--- src/rtl/core/i2cm_pkg.sv ---
`timescale 1ns / 1ps
// ----------------------------------------------------------------------------
// i2cm_pkg
// Types and status codes shared by the I2C master transfer sequencer.
// ----------------------------------------------------------------------------
package i2cm_pkg;

   typedef enum logic [1:0] {
      KIND_LOAD    = 2'd0,
      KIND_START   = 2'd1,
      KIND_STATUS  = 2'd2,
      KIND_TIMEOUT = 2'd3
   } kind_type;

   typedef enum logic [1:0] {
      CSR_WRITE_ADDR = 2'd0,
      CSR_READ_ADDR  = 2'd1,
      CSR_WRITE_LEN  = 2'd2,
      CSR_READ_LEN   = 2'd3
   } csr_index_type;

   // controller status codes
   localparam logic [7:0] ST_BUS_ERROR   = 8'h00;
   localparam logic [7:0] ST_START       = 8'h08;
   localparam logic [7:0] ST_RESTART     = 8'h10;
   localparam logic [7:0] ST_ADDR_W_ACK  = 8'h18;
   localparam logic [7:0] ST_ADDR_W_NACK = 8'h20;
   localparam logic [7:0] ST_DATA_W_ACK  = 8'h28;
   localparam logic [7:0] ST_DATA_W_NACK = 8'h30;
   localparam logic [7:0] ST_ARB_LOST    = 8'h38;
   localparam logic [7:0] ST_ADDR_R_ACK  = 8'h40;
   localparam logic [7:0] ST_ADDR_R_NACK = 8'h48;
   localparam logic [7:0] ST_DATA_R_ACK  = 8'h50;
   localparam logic [7:0] ST_DATA_R_NACK = 8'h58;
   localparam logic [7:0] ST_NO_INFO     = 8'hF8;

   typedef struct packed {
      logic [7:0] write_addr;
      logic [7:0] read_addr;
      logic [5:0] write_len;
      logic [5:0] read_len;
   } cfg_type;

   typedef struct packed {
      logic       send_valid;
      logic [7:0] send_byte;
      logic       set_start;
      logic       clear_start;
      logic       set_stop;
      logic       ack_enable;
      logic       ack_disable;
      logic       rx_valid;
      logic [7:0] rx_byte;
      logic [4:0] rx_index;
      logic       done_res;
      logic       failed;
   } rsp_type;

endpackage

--- src/rtl/core/i2c_master_transfer_sequencer_core.sv ---
`timescale 1ns / 1ps
// ----------------------------------------------------------------------------
// i2c_master_transfer_sequencer_core
// A response is formed when its request is accepted and is registered in the
// output buffer. One request per cycle while that buffer is not full; the next
// write byte is prefetched from the buffer RAM, so its read adds no stall.
// Reset clears positions, flags, config registers and the response buffer;
// the write buffer RAM is not cleared and holds no valid data until loaded.
// ----------------------------------------------------------------------------
module i2c_master_transfer_sequencer_core #(
   parameter int BUF_DEPTH = 32
) (
   input  logic       clock,
   input  logic       reset,
   input  logic       req_valid,
   output logic       req_ready,
   input  logic [1:0] req_kind,
   input  logic [7:0] req_status_code,
   input  logic [7:0] req_data_byte,
   input  logic [4:0] req_load_index,
   output logic       rsp_valid,
   input  logic       rsp_ready,
   output logic       rsp_send_valid,
   output logic [7:0] rsp_send_byte,
   output logic       rsp_set_start,
   output logic       rsp_clear_start,
   output logic       rsp_set_stop,
   output logic       rsp_ack_enable,
   output logic       rsp_ack_disable,
   output logic       rsp_rx_valid,
   output logic [7:0] rsp_rx_byte,
   output logic [4:0] rsp_rx_index,
   output logic       rsp_done_res,
   output logic       rsp_failed,
   input  logic       csr_valid,
   output logic       csr_ready,
   input  logic [1:0] csr_index,
   input  logic [7:0] csr_data
);

   localparam int AW = (BUF_DEPTH > 1) ? $clog2(BUF_DEPTH) : 1;

   i2cm_pkg::cfg_type cfg_ff, cfg_in;
   i2cm_pkg::rsp_type rsp_new, rsp_out;
   logic              req_fire, buf_full;
   logic              ram_we;
   logic [AW-1:0]     ram_waddr, ram_raddr;
   logic [7:0]        ram_wdata, ram_rdata;

   assign csr_ready = 1'b1;
   assign req_ready = !buf_full;
   assign req_fire  = req_valid && req_ready;

   always_comb begin
      cfg_in = cfg_ff;
      if (csr_valid) begin
         unique case (i2cm_pkg::csr_index_type'(csr_index))
            i2cm_pkg::CSR_WRITE_ADDR: cfg_in.write_addr = csr_data;
            i2cm_pkg::CSR_READ_ADDR:  cfg_in.read_addr  = csr_data;
            i2cm_pkg::CSR_WRITE_LEN:  cfg_in.write_len  = csr_data[5:0];
            i2cm_pkg::CSR_READ_LEN:   cfg_in.read_len   = csr_data[5:0];
            default: begin
            end
         endcase
      end
   end

   always_ff @(posedge clock) begin
      if (reset) begin
         cfg_ff <= '0;
      end else begin
         cfg_ff <= cfg_in;
      end
   end

   i2cm_ram #(
      .WIDTH (8),
      .DEPTH (BUF_DEPTH)
   ) u_tx_ram (
      .clock (clock),
      .we    (ram_we),
      .waddr (ram_waddr),
      .wdata (ram_wdata),
      .raddr (ram_raddr),
      .rdata (ram_rdata)
   );

   i2cm_ctrl #(
      .BUF_DEPTH (BUF_DEPTH)
   ) u_ctrl (
      .clock           (clock),
      .reset           (reset),
      .cfg             (cfg_ff),
      .req_fire        (req_fire),
      .req_kind        (req_kind),
      .req_status_code (req_status_code),
      .req_data_byte   (req_data_byte),
      .req_load_index  (req_load_index),
      .ram_we          (ram_we),
      .ram_waddr       (ram_waddr),
      .ram_wdata       (ram_wdata),
      .ram_raddr       (ram_raddr),
      .ram_rdata       (ram_rdata),
      .rsp             (rsp_new)
   );

   i2cm_out_buf u_out_buf (
      .clock     (clock),
      .reset     (reset),
      .push      (req_fire),
      .push_data (rsp_new),
      .full      (buf_full),
      .out_valid (rsp_valid),
      .out_ready (rsp_ready),
      .out_data  (rsp_out)
   );

   assign rsp_send_valid  = rsp_out.send_valid;
   assign rsp_send_byte   = rsp_out.send_byte;
   assign rsp_set_start   = rsp_out.set_start;
   assign rsp_clear_start = rsp_out.clear_start;
   assign rsp_set_stop    = rsp_out.set_stop;
   assign rsp_ack_enable  = rsp_out.ack_enable;
   assign rsp_ack_disable = rsp_out.ack_disable;
   assign rsp_rx_valid    = rsp_out.rx_valid;
   assign rsp_rx_byte     = rsp_out.rx_byte;
   assign rsp_rx_index    = rsp_out.rx_index;
   assign rsp_done_res    = rsp_out.done_res;
   assign rsp_failed      = rsp_out.failed;

endmodule

--- src/rtl/core/i2cm_ram.sv ---
`timescale 1ns / 1ps
// ----------------------------------------------------------------------------
// i2cm_ram
// Generic single-write, single-read RAM with registered read (read-old).
// ----------------------------------------------------------------------------
module i2cm_ram #(
   parameter int WIDTH = 8,
   parameter int DEPTH = 32
) (
   input  logic                                     clock,
   input  logic                                     we,
   input  logic [((DEPTH > 1) ? $clog2(DEPTH) : 1)-1:0] waddr,
   input  logic [WIDTH-1:0]                         wdata,
   input  logic [((DEPTH > 1) ? $clog2(DEPTH) : 1)-1:0] raddr,
   output logic [WIDTH-1:0]                         rdata
);

   logic [WIDTH-1:0] mem_ff [DEPTH];
   logic [WIDTH-1:0] rdata_ff;

   always_ff @(posedge clock) begin
      if (we) begin
         mem_ff[waddr] <= wdata;
      end
      rdata_ff <= mem_ff[raddr];
   end

   assign rdata = rdata_ff;

endmodule

--- src/rtl/core/i2cm_ctrl.sv ---
`timescale 1ns / 1ps
// ----------------------------------------------------------------------------
// i2cm_ctrl
// Transfer state and status decode; prefetches the next write byte from RAM.
// ----------------------------------------------------------------------------
module i2cm_ctrl #(
   parameter int BUF_DEPTH = 32
) (
   input  logic                                             clock,
   input  logic                                             reset,
   input  i2cm_pkg::cfg_type                                cfg,
   input  logic                                             req_fire,
   input  logic [1:0]                                       req_kind,
   input  logic [7:0]                                       req_status_code,
   input  logic [7:0]                                       req_data_byte,
   input  logic [4:0]                                       req_load_index,
   output logic                                             ram_we,
   output logic [((BUF_DEPTH > 1) ? $clog2(BUF_DEPTH) : 1)-1:0] ram_waddr,
   output logic [7:0]                                       ram_wdata,
   output logic [((BUF_DEPTH > 1) ? $clog2(BUF_DEPTH) : 1)-1:0] ram_raddr,
   input  logic [7:0]                                       ram_rdata,
   output i2cm_pkg::rsp_type                                rsp
);

   localparam int AW = (BUF_DEPTH > 1) ? $clog2(BUF_DEPTH) : 1;
   localparam logic [8:0] DEPTH9 = 9'(BUF_DEPTH);

   logic [5:0] tx_pos_ff, tx_pos_in;
   logic [5:0] rx_pos_ff, rx_pos_in;
   logic       started_ff, started_in;
   logic       complete_ff, complete_in;
   logic       failed_ff, failed_in;
   logic       fwd_valid_ff, fwd_valid_in;
   logic [7:0] fwd_data_ff;

   logic [8:0]         wlen9, rlen9;
   logic [5:0]         wlen, rlen;
   logic [7:0]         tx_byte;
   logic [6:0]         rx_next7;
   i2cm_pkg::kind_type kind;

   assign kind  = i2cm_pkg::kind_type'(req_kind);
   assign wlen9 = (9'(cfg.write_len) > DEPTH9) ? DEPTH9 : 9'(cfg.write_len);
   assign rlen9 = (9'(cfg.read_len) > DEPTH9) ? DEPTH9 : 9'(cfg.read_len);
   assign wlen  = wlen9[5:0];
   assign rlen  = rlen9[5:0];
   assign tx_byte = fwd_valid_ff ? fwd_data_ff : ram_rdata;

   always_comb begin
      tx_pos_in   = tx_pos_ff;
      rx_pos_in   = rx_pos_ff;
      started_in  = started_ff;
      complete_in = complete_ff;
      failed_in   = failed_ff;
      rx_next7    = '0;
      rsp         = '0;
      if (req_fire) begin
         unique case (kind)
            i2cm_pkg::KIND_LOAD: begin
            end
            i2cm_pkg::KIND_START: begin
               started_in    = 1'b0;
               complete_in   = 1'b0;
               failed_in     = 1'b0;
               tx_pos_in     = '0;
               rx_pos_in     = '0;
               rsp.set_start = 1'b1;
            end
            i2cm_pkg::KIND_STATUS: begin
               unique case (req_status_code) inside
                  i2cm_pkg::ST_START: begin
                     started_in      = 1'b1;
                     rsp.send_valid  = 1'b1;
                     rsp.send_byte   = cfg.write_addr;
                     rsp.clear_start = 1'b1;
                  end
                  i2cm_pkg::ST_RESTART: begin
                     if (cfg.read_addr != 8'd0) begin
                        rsp.send_valid = 1'b1;
                        rsp.send_byte  = cfg.read_addr;
                     end else begin
                        started_in   = 1'b0;
                        complete_in  = 1'b1;
                        failed_in    = 1'b1;
                        rsp.set_stop = 1'b1;
                     end
                     rsp.clear_start = 1'b1;
                  end
                  i2cm_pkg::ST_ADDR_W_ACK, i2cm_pkg::ST_ADDR_W_NACK,
                  i2cm_pkg::ST_DATA_W_ACK, i2cm_pkg::ST_DATA_W_NACK: begin
                     if (tx_pos_ff < wlen) begin
                        rsp.send_valid = 1'b1;
                        rsp.send_byte  = tx_byte;
                        tx_pos_in      = tx_pos_ff + 6'd1;
                     end else if (rlen != 6'd0) begin
                        rsp.set_start = 1'b1;
                     end else begin
                        complete_in  = 1'b1;
                        rsp.set_stop = 1'b1;
                     end
                  end
                  i2cm_pkg::ST_ADDR_R_ACK: begin
                     if (rlen > 6'd1) begin
                        rsp.ack_enable = 1'b1;
                     end else begin
                        rsp.ack_disable = 1'b1;
                     end
                  end
                  i2cm_pkg::ST_DATA_R_ACK, i2cm_pkg::ST_DATA_R_NACK: begin
                     if (rx_pos_ff < rlen) begin
                        rsp.rx_valid = 1'b1;
                        rsp.rx_byte  = req_data_byte;
                        rsp.rx_index = rx_pos_ff[4:0];
                        rx_pos_in    = rx_pos_ff + 6'd1;
                     end
                     rx_next7 = 7'(rx_pos_in) + 7'd1;
                     if (rx_next7 >= 7'(rlen)) begin
                        rsp.ack_disable = 1'b1;
                        if (rx_pos_in >= rlen) begin
                           complete_in  = 1'b1;
                           rsp.set_stop = 1'b1;
                        end
                     end
                  end
                  i2cm_pkg::ST_ARB_LOST: begin
                     complete_in = 1'b1;
                     failed_in   = 1'b1;
                  end
                  i2cm_pkg::ST_NO_INFO: begin
                  end
                  default: begin
                     // bus error, read address NACK and unknown codes
                     complete_in  = 1'b1;
                     failed_in    = 1'b1;
                     rsp.set_stop = 1'b1;
                  end
               endcase
            end
            i2cm_pkg::KIND_TIMEOUT: begin
               if (started_ff && !complete_ff) begin
                  complete_in = 1'b1;
                  failed_in   = 1'b1;
               end
            end
            default: begin
            end
         endcase
      end
      rsp.done_res = complete_in || !started_in;
      rsp.failed   = failed_in;
   end

   // RAM ports: read tracks the next write position, or entry 0 past the buffer end
   assign ram_we    = req_fire && (kind == i2cm_pkg::KIND_LOAD) &&
                      (9'(req_load_index) < DEPTH9);
   assign ram_waddr = AW'(req_load_index);
   assign ram_wdata = req_data_byte;
   assign ram_raddr = (9'(tx_pos_in) < DEPTH9) ? AW'(tx_pos_in) : '0;

   // same-entry write in the read cycle: forward the new byte
   assign fwd_valid_in = ram_we && (9'(req_load_index) == 9'(tx_pos_in));

   always_ff @(posedge clock) begin
      if (reset) begin
         tx_pos_ff    <= '0;
         rx_pos_ff    <= '0;
         started_ff   <= 1'b0;
         complete_ff  <= 1'b0;
         failed_ff    <= 1'b0;
         fwd_valid_ff <= 1'b0;
      end else begin
         tx_pos_ff    <= tx_pos_in;
         rx_pos_ff    <= rx_pos_in;
         started_ff   <= started_in;
         complete_ff  <= complete_in;
         failed_ff    <= failed_in;
         fwd_valid_ff <= fwd_valid_in;
      end
   end

   always_ff @(posedge clock) begin
      fwd_data_ff <= req_data_byte;
   end

   a_tx_pos_bound: assert property (@(posedge clock) disable iff (reset)
      9'(tx_pos_ff) <= DEPTH9)
      else $error("write position beyond buffer");

   a_fail_completes: assert property (@(posedge clock) disable iff (reset)
      failed_ff |-> complete_ff)
      else $error("failed transfer not complete");

   a_fwd_from_write: assert property (@(posedge clock) disable iff (reset)
      fwd_valid_in |=> fwd_valid_ff && (fwd_data_ff == $past(req_data_byte)))
      else $error("forwarded byte lost");

endmodule

--- src/rtl/core/i2cm_out_buf.sv ---
`timescale 1ns / 1ps
// ----------------------------------------------------------------------------
// i2cm_out_buf
// Two-entry response buffer: output register plus skid stage.
// ----------------------------------------------------------------------------
module i2cm_out_buf (
   input  logic              clock,
   input  logic              reset,
   input  logic              push,
   input  i2cm_pkg::rsp_type push_data,
   output logic              full,
   output logic              out_valid,
   input  logic              out_ready,
   output i2cm_pkg::rsp_type out_data
);

   logic              out_valid_ff, skid_valid_ff;
   i2cm_pkg::rsp_type out_data_ff, skid_data_ff;
   logic              pop;

   assign pop       = out_valid_ff && out_ready;
   assign full      = skid_valid_ff;
   assign out_valid = out_valid_ff;
   assign out_data  = out_data_ff;

   always_ff @(posedge clock) begin
      if (reset) begin
         out_valid_ff  <= 1'b0;
         skid_valid_ff <= 1'b0;
      end else if (!out_valid_ff || pop) begin
         out_valid_ff  <= skid_valid_ff || push;
         skid_valid_ff <= 1'b0;
      end else if (push) begin
         skid_valid_ff <= 1'b1;
      end
   end

   always_ff @(posedge clock) begin
      if (!out_valid_ff || pop) begin
         out_data_ff <= skid_valid_ff ? skid_data_ff : push_data;
      end else if (push) begin
         skid_data_ff <= push_data;
      end
   end

   a_skid_behind_out: assert property (@(posedge clock) disable iff (reset)
      skid_valid_ff |-> out_valid_ff)
      else $error("skid holds a request while output is empty");

   a_no_push_full: assert property (@(posedge clock) disable iff (reset)
      push |-> !skid_valid_ff)
      else $error("push into full buffer");

   a_skid_moves_up: assert property (@(posedge clock) disable iff (reset)
      (skid_valid_ff && pop) |=> out_valid_ff && !skid_valid_ff)
      else $error("skid entry not advanced");

endmodule
--- config.mk ---
export PLATFORM = sky130hd
export DESIGN_NAME = i2c_master_transfer_sequencer_core
export DESIGN_NICKNAME = d
export VERILOG_FILES = /design/src/rtl/core/i2cm_pkg.sv /design/src/rtl/core/i2c_master_transfer_sequencer_core.sv /design/src/rtl/core/i2cm_ram.sv /design/src/rtl/core/i2cm_ctrl.sv /design/src/rtl/core/i2cm_out_buf.sv
export SDC_FILE = /design/constraint.sdc
export NUM_CORES = 1
export LEC_CHECK = 0
export BUFFER_PORTS_ARGS = -buffer_cell sky130_fd_sc_hd__buf_2
export CORE_ASPECT_RATIO = 1.1
export CORE_MARGIN = 5
export CORE_UTILIZATION = 50
export DETAILED_ROUTE_END_ITERATION = 7
export HOLD_SLACK_MARGIN = 0.15
export PLACE_DENSITY = 0.67
export SYNTH_ARGS = -nofsm -noshare
export SYNTH_HDL_FRONTEND = slang
export SYNTH_SLANG_ARGS = --single-unit
--- constraint.sdc ---
create_clock -name clock -period 13.9 [get_ports clock]
set_clock_uncertainty 0.15 [all_clocks]
set_input_delay 0.695 -clock clock [delete_from_list [all_inputs] [get_ports clock]]
set_output_delay 0.695 -clock clock [all_outputs]
set_load 0.03 [all_outputs]
; ---- Yosys cells after proc, flatten, opt, wreduce, memory -nomap -nowiden
; Memory sizes are Yosys's and may differ from the RTL's. A register that Yosys moved wholly into a read port is not among the register bits.
; Index checks and enable logic that the tools add are counted.
[classes]
reduce_logical = 30
n_eq_ne = 19
n_addsub = 3
order_cmp = 8
bitwise = 1
mux = 59
[ops]
columns = cell, n
row1 = 6-bit two-way mux, 10
row2 = 8-bit by 6-bit == test with 1-bit output (second input constant), 4
row3 = 30-bit two-way mux, 1
row4 = 14-bit two-way mux, 2
row5 = 28-bit two-way mux, 1
row6 = 1-bit two-way mux, 27
row7 = 9-bit two-way mux, 3
row8 = 9-bit one-hot mux with 3 select lines, 1
row9 = 8-bit by 7-bit == test with 1-bit output (second input constant), 3
row10 = 6-bit one-hot mux with 2 select lines, 2
row11 = 18-bit two-way mux, 1
row12 = 8-bit by 5-bit == test with 1-bit output (second input constant), 2
row13 = 6-bit by 1-bit adder with 6-bit output (second input constant), 2
row14 = 6-bit greater-than comparator (second input constant), 2
row15 = 6-bit less-than comparator, 2
row16 = 1-bit one-hot mux with 2 select lines, 5
row17 = 2-bit AND reduction, 5
row18 = 9-bit OR reduction, 1
row19 = 2-bit == test (second input constant), 4
row20 = 8-bit by 4-bit == test with 1-bit output (second input constant), 1
row21 = 8-bit == test (second input constant), 1
row22 = 8-bit two-way mux, 1
row23 = 1-bit one-hot mux with 4 select lines, 2
row24 = 8-bit nonzero test, 1
row25 = 21 further kinds, 36
[word_totals]
elab_cells = 158
memories = 1
output_inout_bits = 33
ramBits = 256
in_bits = 38
ff_bits = 114
[memory_table]
columns = memory, words, word_bits, read_ports, rd_clocked_by_memory_dff, wr, line
row1 = u_tx_ram.mem_ff, 32, 8, 1, 1, 1, i2cm_ram.sv:18  ; logic [WIDTH-1:0] mem_ff [DEPTH];

; ---- Depth between registers and ports, before layout
; Gate-level depths: netlist (run 1).
[depth]
depth_word = 15
ltp_mapped = 20
depth_no_buf = 19

; ---- Modules after synthesis
; Synthesis (run 1) repeated with hierarchy kept, for this count alone.
[unflattened]
cells_unflattened = 991
area_unflattened_um2 = 16288.1
[by_module_without_submodules]
columns = module, n_inst, seq_area_each_um2, area_each_um2, cells_per_inst
row1 = i2cm_ram, 1, 7847.5, 10053.4, 417
row2 = i2cm_ctrl, 1, 480.5, 2829.0, 365
row3 = i2cm_out_buf, 1, 1841.8, 2240.9, 101
row4 = i2c_master_transfer_sequencer_core, 1, 560.5, 1164.9, 108

; ---- Worst setup path after synthesis (run 1)
; OpenSTA, ideal clock, no wires.
[synth_timing]
kind = register -> register
startpoint = register cfg_ff[5] in the netlist's numbering
endpoint = register u_out_buf.out_data_ff, in the netlist u_out_buf.out_data[1], data pin
path_buffers = 1
arrival_ps = 4008
t_required_ps = 13481
setup_ps = 269
path_stages_with_launch = 20
setup_slack_ps = 9473
period_less_slack_ps = 4427
path_cell_list = dfxtp_1 > inv_1 > nand2_1 > ha_1 > a21o_1 > a21oi_1 > o21ai_1 > a21o_1 > inv_1 > clkbuf_1 > ha_1 > ha_1 > ha_1 > a21o_1 > a211oi_1 > o31ai_1 > or2_2 > o32a_1 > a21oi_1 > o31ai_1
[synth_via]
elab_chain_cells = 15
word_cells_on_any_way = 20
classes_between = add/sub (1) / order compare (4) / mux (13) / reduce/logical (2)
[synth_rtl]
columns = element, line
row1 = start: declaration, i2c_master_transfer_sequencer_core.sv:43  ; i2cm_pkg::cfg_type cfg_ff, cfg_in;
row2 = start signal: assignment, i2c_master_transfer_sequencer_core.sv:72  ; cfg_ff <= cfg_in;
row3 = 6-bit greater-than comparator, i2cm_ctrl.sv:44  ; assign rlen9 = (9'(cfg.read_len) > DEPTH9) ? DEPTH9 : 9'(cfg.read_len);
row4 = 6-bit two-way mux *, i2cm_ctrl.sv:44
row5 = 6-bit less-than comparator, i2cm_ctrl.sv:110  ; if (rx_pos_ff < rlen) begin
row6 = 6-bit two-way mux, i2cm_ctrl.sv:110
row7 = 6-bit two-way mux, i2cm_ctrl.sv:70  ; unique case (req_status_code) inside
row8 = 6-bit two-way mux, i2cm_ctrl.sv:58  ; unique case (kind)
row9 = 6-bit two-way mux, i2cm_ctrl.sv:57  ; if (req_fire) begin
row10 = 6-bit by 1-bit adder with 7-bit output / 6-bit >= comparator (equally long branches), "i2cm_ctrl.sv:116, i2cm_ctrl.sv:119"
row11 = 7-bit by 6-bit >= comparator with 1-bit output / 1-bit two-way mux (equally long branches), "i2cm_ctrl.sv:117, i2cm_ctrl.sv:119"
row12 = 1-bit two-way mux, i2cm_ctrl.sv:117  ; if (rx_next7 >= 7'(rlen)) begin
row13 = 1-bit one-hot mux with 4 select lines *, i2cm_ctrl.sv:70
row14 = 1-bit one-hot mux with 3 select lines *, i2cm_ctrl.sv:58
row15 = 1-bit two-way mux *, i2cm_ctrl.sv:57
row16 = 1-bit logical OR *, i2cm_ctrl.sv:149  ; rsp.done_res = complete_in || !started_in;
row17 = 30-bit two-way mux *, i2cm_out_buf.sv:40  ; out_data_ff <= skid_valid_ff ? skid_data_ff : push_data;
row18 = end signal: assignment, i2cm_out_buf.sv:40
row19 = end: declaration, i2cm_out_buf.sv:18  ; i2cm_pkg::rsp_type out_data_ff, skid_data_ff;
; Mark *: on every way between the ends. The rest lies on a longest branch, timed or not. The select of a mux whose other input is x is not followed.
; A chain may end at the register's enable or synchronous reset.

==> impl_metrics.py, run 1 <==
metrics = {
    "worst_setup_path": {
        "cp-endpoint": "u_out_buf.skid_data_ff[1]$_DFFE_PP_",
        "critPathSlowestCell": "ha_1",
        "cpMostUsedCell": "ha_1",
        "r2r_end": "u_out_buf.skid_data_ff[1]$_DFFE_PP_",
        "cp_slowest_stage_delay_ns": 0.40,
        "cp.arrival_ns": 4.98,
        "crit_start": "cfg_ff[5]$_SDFFE_PP0P_",
        "startpoint_type": "register",
        "reg2reg_from": "cfg_ff[5]$_SDFFE_PP0P_",
        "worstSetupPathType": "register to register",
        "crit_path_cell_trace": "inv_1, nand2_1, ha_1, a21o_1, a21oi_1, o21ai_1, a21o_1, inv_1, ha_1, ha_1, ha_1, a21o_1, a211oi_1, o31ai_1, or2_2, o32a_1, a21oi_1, o21bai_1",
        "worstPathMaxFanout": 16,
        "crit_path_end_kind": "register",
        "worst_ep_required_time_ns": 14.02,
        "reg2reg_depth": 18,
        "rrSetupSlack_ns": 9.03,
    },
    "sta": {
        "drv_slew": 0,
        "fmax_mhz": 205,
        "tightest_slew_ns": 1.21,
        "final-setup-viol-count": 0,
        "hold_violations": 0,
        "slew_headroom_pct": 18.8,
        "finalSetupTns_ns": 0,
        "final.min_clock_period_ns": 4.87,
        "rsz0062_at_grt": "no",
        "fin_crit_sh_pct": 35.0,
    },
    "clocking": {
        "clk_pin_slew_ns": 0.06,
        "numCtsBuffers": 39,
        "cts_max_path_buffers": 3,
        "clock-sinks": 378,
        "cts_hold_buf": 0,
        "cts_setup_buffers": 0,
        "clk_latency_ns": 0.53,
        "h-tree-depth": 2,
        "post_cts_resized": 0,
        "root_buffer": "clkbuf_16",
        "cts_tree": "built",
    },
    "routing": {
        "avgRoutedWirePerCell_um": 22.7,
        "ant_nets": 0,
        "drc_errors": 0,
        "first_iter_violations": 877,
        "num_vias": 10323,
        "vias_per_cell": 5.95,
        "drt_wl_total_um": 39400,
        "dr.pass1.iters": 5,
    },
    "grt": {
        "grt.met3_usage_pct": 2.89,
        "antenna_found_initial": 0,
        "grt_pass1_vias": 10292,
        "grtUsageTotal_pct": 21.5,
        "grt.met2_usage_pct": 36.3,
        "grt_pass1_wl_um": 60300,
        "top_usage_layer": "met2",
        "grt.overflow.total": 0,
        "gr-usage-met1_pct": 28.6,
        "grt_max_degree": 73,
    },
    "die": {
        "core_area_sq_mm": 0.0321,
        "dieArea_sq_mm": 0.0361,
        "initial_core_util_pct": 50.4,
        "num_rows": 69,
        "die_y_um": 199,
        "die_width_um": 182,
        "ios": 71,
    },
    "logic_synthesis": {
        "synth_nets": 1289,
        "yosysSeqAreaShare_pct": 66.3,
        "synth-seq-cells": 378,
        "yosysUniqueCellTypes": 76,
        "synth_edf_count": 316,
        "synthFlopType": "edfxtp_1",
        "avgSynthCellArea_sq_um": 13.3,
        "syn_inst": 1220,
        "async_flop_share_pct": 0,
        "synth_area_sq_mm": 0.0162,
        "yosys_warnings": 0,
    },
    "place": {
        "dp_hpwl_um": 25100,
        "io_buffers": 69,
        "gp_congestion": 0.864,
    },
    "layout": {
        "final_cell_mix": "316 x edfxtp_1, 139 x nand2_1, 98 x nor2_1",
        "layout_commonest_cell": "edfxtp_1",
        "drive_gt1_share_pct": 14.4,
        "nets": 1347,
        "post-route-util_pct": 56.5,
        "filler_cell_count": 2616,
        "syn2layout_area_growth_pct": 12.1,
        "antenna_cells": 0,
    },
    "power": {
        "finalPower_mw": 2.34,
        "vdd_drop_max_mv": 0.117,
        "p_leak_nw": 6.48,
        "power_density_mw_per_mm2": 129,
    },
    "run": {
        "drv_cap": 0,
    },
    "outcome": {
        "outcome": "finished clean",
    },
    "min_path": {
        "hp-class": "primary input to register",
    },
}
-- state kept, by name, summed over array words and instances (netlist names) --
name and flops:
u_ctrl.fwd_valid_ff 1, u_ctrl.rx_pos_ff 6, u_out_buf.out_valid 1, u_tx_ram.rdata 8, u_ctrl.started_ff 1, u_tx_ram.mem_ff 256
u_ctrl.tx_pos_ff 6, cfg_ff 28, u_ctrl.failed_ff 1, u_ctrl.fwd_data_ff 8, u_out_buf.out_data 30, u_out_buf.skid_data_ff 30
u_ctrl.complete_ff 1, u_out_buf.full 1
-- worst min-delay path by stage --
stage,start,depth (start not counted),endpoint,slack (ns)
finish,csr_data[7],3,cfg_ff[19]$_SDFFE_PP0P_,0.28
global route,csr_data[6],3,cfg_ff[18]$_SDFFE_PP0P_,0.30
CTS,csr_data[7],3,cfg_ff[19]$_SDFFE_PP0P_,0.27
detailed placement,cfg_ff[21]$_SDFFE_PP0P_,2,cfg_ff[21]$_SDFFE_PP0P_,0.34
global placement,cfg_ff[24]$_SDFFE_PP0P_,2,cfg_ff[24]$_SDFFE_PP0P_,0.32
floorplan,cfg_ff[20]$_SDFFE_PP0P_,2,cfg_ff[20]$_SDFFE_PP0P_,0.31
-- worst max-delay path: cells and delay by family (launching register included) --
| kind | cells | cell delay, ns |
|---|---|---|
| adder cells (fa/ha/maj) | 4 | 1.33 |
| flip-flops | 1 | 0.35 |
| buffers and inverters | 2 | 0.50 |
| AND/OR/NAND/NOR | 2 | 0.44 |
| AO/OA/AOI/OAI | 10 | 1.85 |
-- through the flow --
stage,instance area [sq um],worst slack (ns),hold WS [ns],cells
3_3_place_gp,16900,9.11,0.323,1663
3_5_place_dp,16900,9.06,0.337,1663
2_1_floorplan,16200,9.47,0.311,1220
5_1_grt,18100,8.65,0.304,1735
4_1_cts,18100,9.03,0.266,1735
6_report,18100,9.03,0.284,1735
-- logic make-up after synthesis --
family / Yosys count / synth area share (%)
simple gates: 383 / 11.4
flops: 378 / 66.3
compound gates: 229 / 10.2
mux: 105 / 6.73
buf+inv: 77 / 2.02
fa+ha+maj: 31 / 2.40
xor+xnor: 16 / 0.912
other cells: 1 / 0.0232
-- cells in the mapped netlist (14+ instances only) --
| master | count | share of area, % |
|---|---|---|
| nand4_1 | 23 | 0.89 |
| dfxtp_1 | 62 | 7.7 |
| inv_1 | 14 | 0.32 |
| nor2_1 | 99 | 2.3 |
| edfxtp_1 | 316 | 59 |
| mux2_2 | 27 | 1.9 |
| nand3_1 | 29 | 0.90 |
| and3_1 | 17 | 0.66 |
| o211ai_1 | 24 | 1.1 |
| a21o_1 | 30 | 1.4 |
| buf_2 | 17 | 0.53 |
| ha_1 | 31 | 2.4 |
| mux2i_1 | 77 | 4.8 |
| clkbuf_1 | 36 | 0.83 |
| o21ai_0 | 37 | 1.1 |
| nand2_1 | 139 | 3.2 |
| a21oi_1 | 22 | 0.68 |
| a31oi_1 | 26 | 1.0 |
| a32oi_1 | 32 | 1.7 |
-- metal layers --
metal,vias up,part of all wire [%]
li1,4774,-
met4,0,3.5
met1,5112,42
met2,364,49
met3,73,5.5
met5,-,0
-- final cells by class --
cell class              instances  area [sq um]  area share, %
clock buffers                  54          1110           6.14
clock inverters                18           126          0.697
inverters                      14          52.6          0.290
multi-input cells             765          5150           28.4
well taps                     426           533           2.94
repair buffers                 80           428           2.36
flip-flops and latches        378         10700           59.2
-- power by group --
part / internal [mW] / total (mW) / leakage [nW] / switching [mW]
combinational: 0.0262 / 0.0939 / 2.42 / 0.0677
clock: 0.581 / 1.01 / 0.616 / 0.425
sequential: 1.24 / 1.24 / 3.45 / 0.00494
total: 1.85 / 2.34 / 6.48 / 0.498
No activity file was read; power rests on OpenSTA's default activity.
==> run 2: changes to the inputs <==
- clock period: 13.9 -> 4.7 ns (I/O delays scaled with it)
==> impl_metrics.py, run 2 (synthesis gave the netlist of run 1 again) <==
metrics = {
    "clocking": {
        "cts_tree": "built",
        "clock-sinks": 378,
        "root_buffer": "clkbuf_16",
        "clk_pin_slew_ns": 0.06,
        "clk_latency_ns": 0.53,
        "cts_max_path_buffers": 3,
        "h-tree-depth": 2,
        "numCtsBuffers": 39,
    },
    "grt": {
        "grt_pass1_vias": 10418,
        "grt_max_degree": 89,
        "grt.overflow.total": 0,
        "grt_pass1_wl_um": 60100,
        "grtUsageTotal_pct": 21.5,
        "antenna_found_initial": 0,
    },
    "die": {
        "die_width_um": 182,
        "num_rows": 69,
        "dieArea_sq_mm": 0.0361,
        "initial_core_util_pct": 50.4,
        "die_y_um": 199,
        "ios": 71,
        "core_area_sq_mm": 0.0321,
    },
    "sta": {
        "finalSetupTns_ns": 0,
        "slew_headroom_pct": 37.6,
        "fmax_mhz": 226,
        "fin_crit_sh_pct": 94.3,
        "timing.final.ws_setup_ns": 0.267,
        "rsz0062_at_grt": "no",
        "tightest_slew_ns": 0.937,
        "final.min_clock_period_ns": 4.43,
        "final-setup-viol-count": 0,
        "hold_violations": 0,
        "drv_slew": 0,
        "hold_ws_ns": 0.179,
    },
    "layout": {
        "syn2layout_area_growth_pct": 13.8,
        "final_cell_mix": "316 x edfxtp_1, 139 x nand2_1, 98 x nor2_1",
        "layout_commonest_cell": "edfxtp_1",
        "largest_reg_flops": 256,
        "antenna_cells": 0,
        "drive_gt1_share_pct": 14.7,
        "largest-register": "u_tx_ram.mem_ff",
        "nets": 1382,
    },
    "routing": {
        "dr.pass1.iters": 5,
        "ant_nets": 0,
        "drc_errors": 0,
        "num_vias": 10263,
        "drt_wl_total_um": 39000,
        "avgRoutedWirePerCell_um": 22.0,
        "first_iter_violations": 797,
        "vias_per_cell": 5.80,
    },
    "place": {
        "dp_hpwl_um": 24900,
        "io_buffers": 69,
        "pre_cts_slack_ns": 0.0773,
        "gp_congestion": 0.879,
    },
    "run": {
        "drv_cap": 0,
    },
    "power": {
        "power_density_mw_per_mm2": 371,
        "vdd_drop_max_mv": 0.298,
        "p_leak_nw": 6.61,
        "finalPower_mw": 6.83,
    },
    "outcome": {
        "outcome": "finished clean",
    },
    "min_path": {
        "hp-class": "primary input to register",
    },
    "worst_setup_path": {
        "worst_ep_required_time_ns": 4.82,
        "worstSetupPathType": "register to register",
        "worstPathMaxFanout": 5,
        "startpoint_type": "register",
        "cp.arrival_ns": 4.55,
        "crit_path_end_kind": "register",
    },
}
-- run 2: cell types whose count changed in the layout (fill, tap and decap cells not counted), sizes merged --
cell,change
inv,+2
clkinvlp,+2
dlygate4sd3,+24
buf,+11
clkbuf,-5
-- run 2: path summary, 6_finish.rpt --
path / slack [ns] / end / cells past startpoint / from
worst max-delay path: 0.27 / u_out_buf.out_data[18]$_DFFE_PP_ / 18 / cfg_ff[5]$_SDFFE_PP0P_
worst min-delay path: 0.18 / u_ctrl.rx_pos_ff[2]$_SDFFE_PP0P_ / 2 / reset
worst max register to register: 0.27 / u_out_buf.out_data[18]$_DFFE_PP_ / 18 / cfg_ff[5]$_SDFFE_PP0P_
worst min register to register: 0.35 / cfg_ff[24]$_SDFFE_PP0P_ / 2 / cfg_ff[24]$_SDFFE_PP0P_
-- run 2: power by group --
group          internal, mW  total, mW  leakage [nW]  switching (mW)
clock                  1.60       2.85         0.570            1.26
combinational        0.0938      0.300          2.59           0.206
sequential             3.66       3.68          3.45          0.0139
-- run 2: worst max-delay path: stages (launching register included) --
cell      delay, ns
dfxtp_1        0.31
inv_2          0.10
nand2_1        0.12
ha_1           0.32
a21o_1         0.17
a21oi_1        0.16
o21ai_2        0.11
a21o_1         0.20
inv_1          0.11
mux2_2         0.38
ha_1           0.28
ha_1           0.28
a21o_1         0.18
a211oi_1       0.24
o31ai_1        0.12
or2_2          0.31
o32a_1         0.33
a21oi_1        0.18
o21ai_0        0.12
-- run 2: layer usage --
layer  track usage (%)  share of wire (%)
met5                 0                  0
met4              8.28                3.8
met3              3.20                6.2
met2              36.8                 49
met1              27.9                 41
-- run 2: metrics by stage --
stage / instance area [sq um] / std cells / utilization, %
after floorplan: 16200 / 1220 / -
after global placement: 17000 / 1673 / 52.9
after detailed placement: 17000 / 1673 / 52.9
after CTS: 18400 / 1768 / 57.3
after global routing: 18400 / 1769 / 57.4
final: 18400 / 1769 / 57.4
-- run 2: area by class of cell --
class / instances / area (sq um)
fillers: 2615 / 13700
flip-flops and latches: 378 / 10700
multi-input cells: 765 / 5150
clock buffers: 49 / 1010
repair buffers: 115 / 788
well taps: 426 / 533
clock inverters: 22 / 156
inverters: 14 / 52.6
-- run 2: timing repair --
action	in CTS	in global routing
resized for setup	0	3
hold endpoints to repair	142	0
hold buffers	24	0
endpoints found under the setup margin	0	5
buffers inserted	0	1
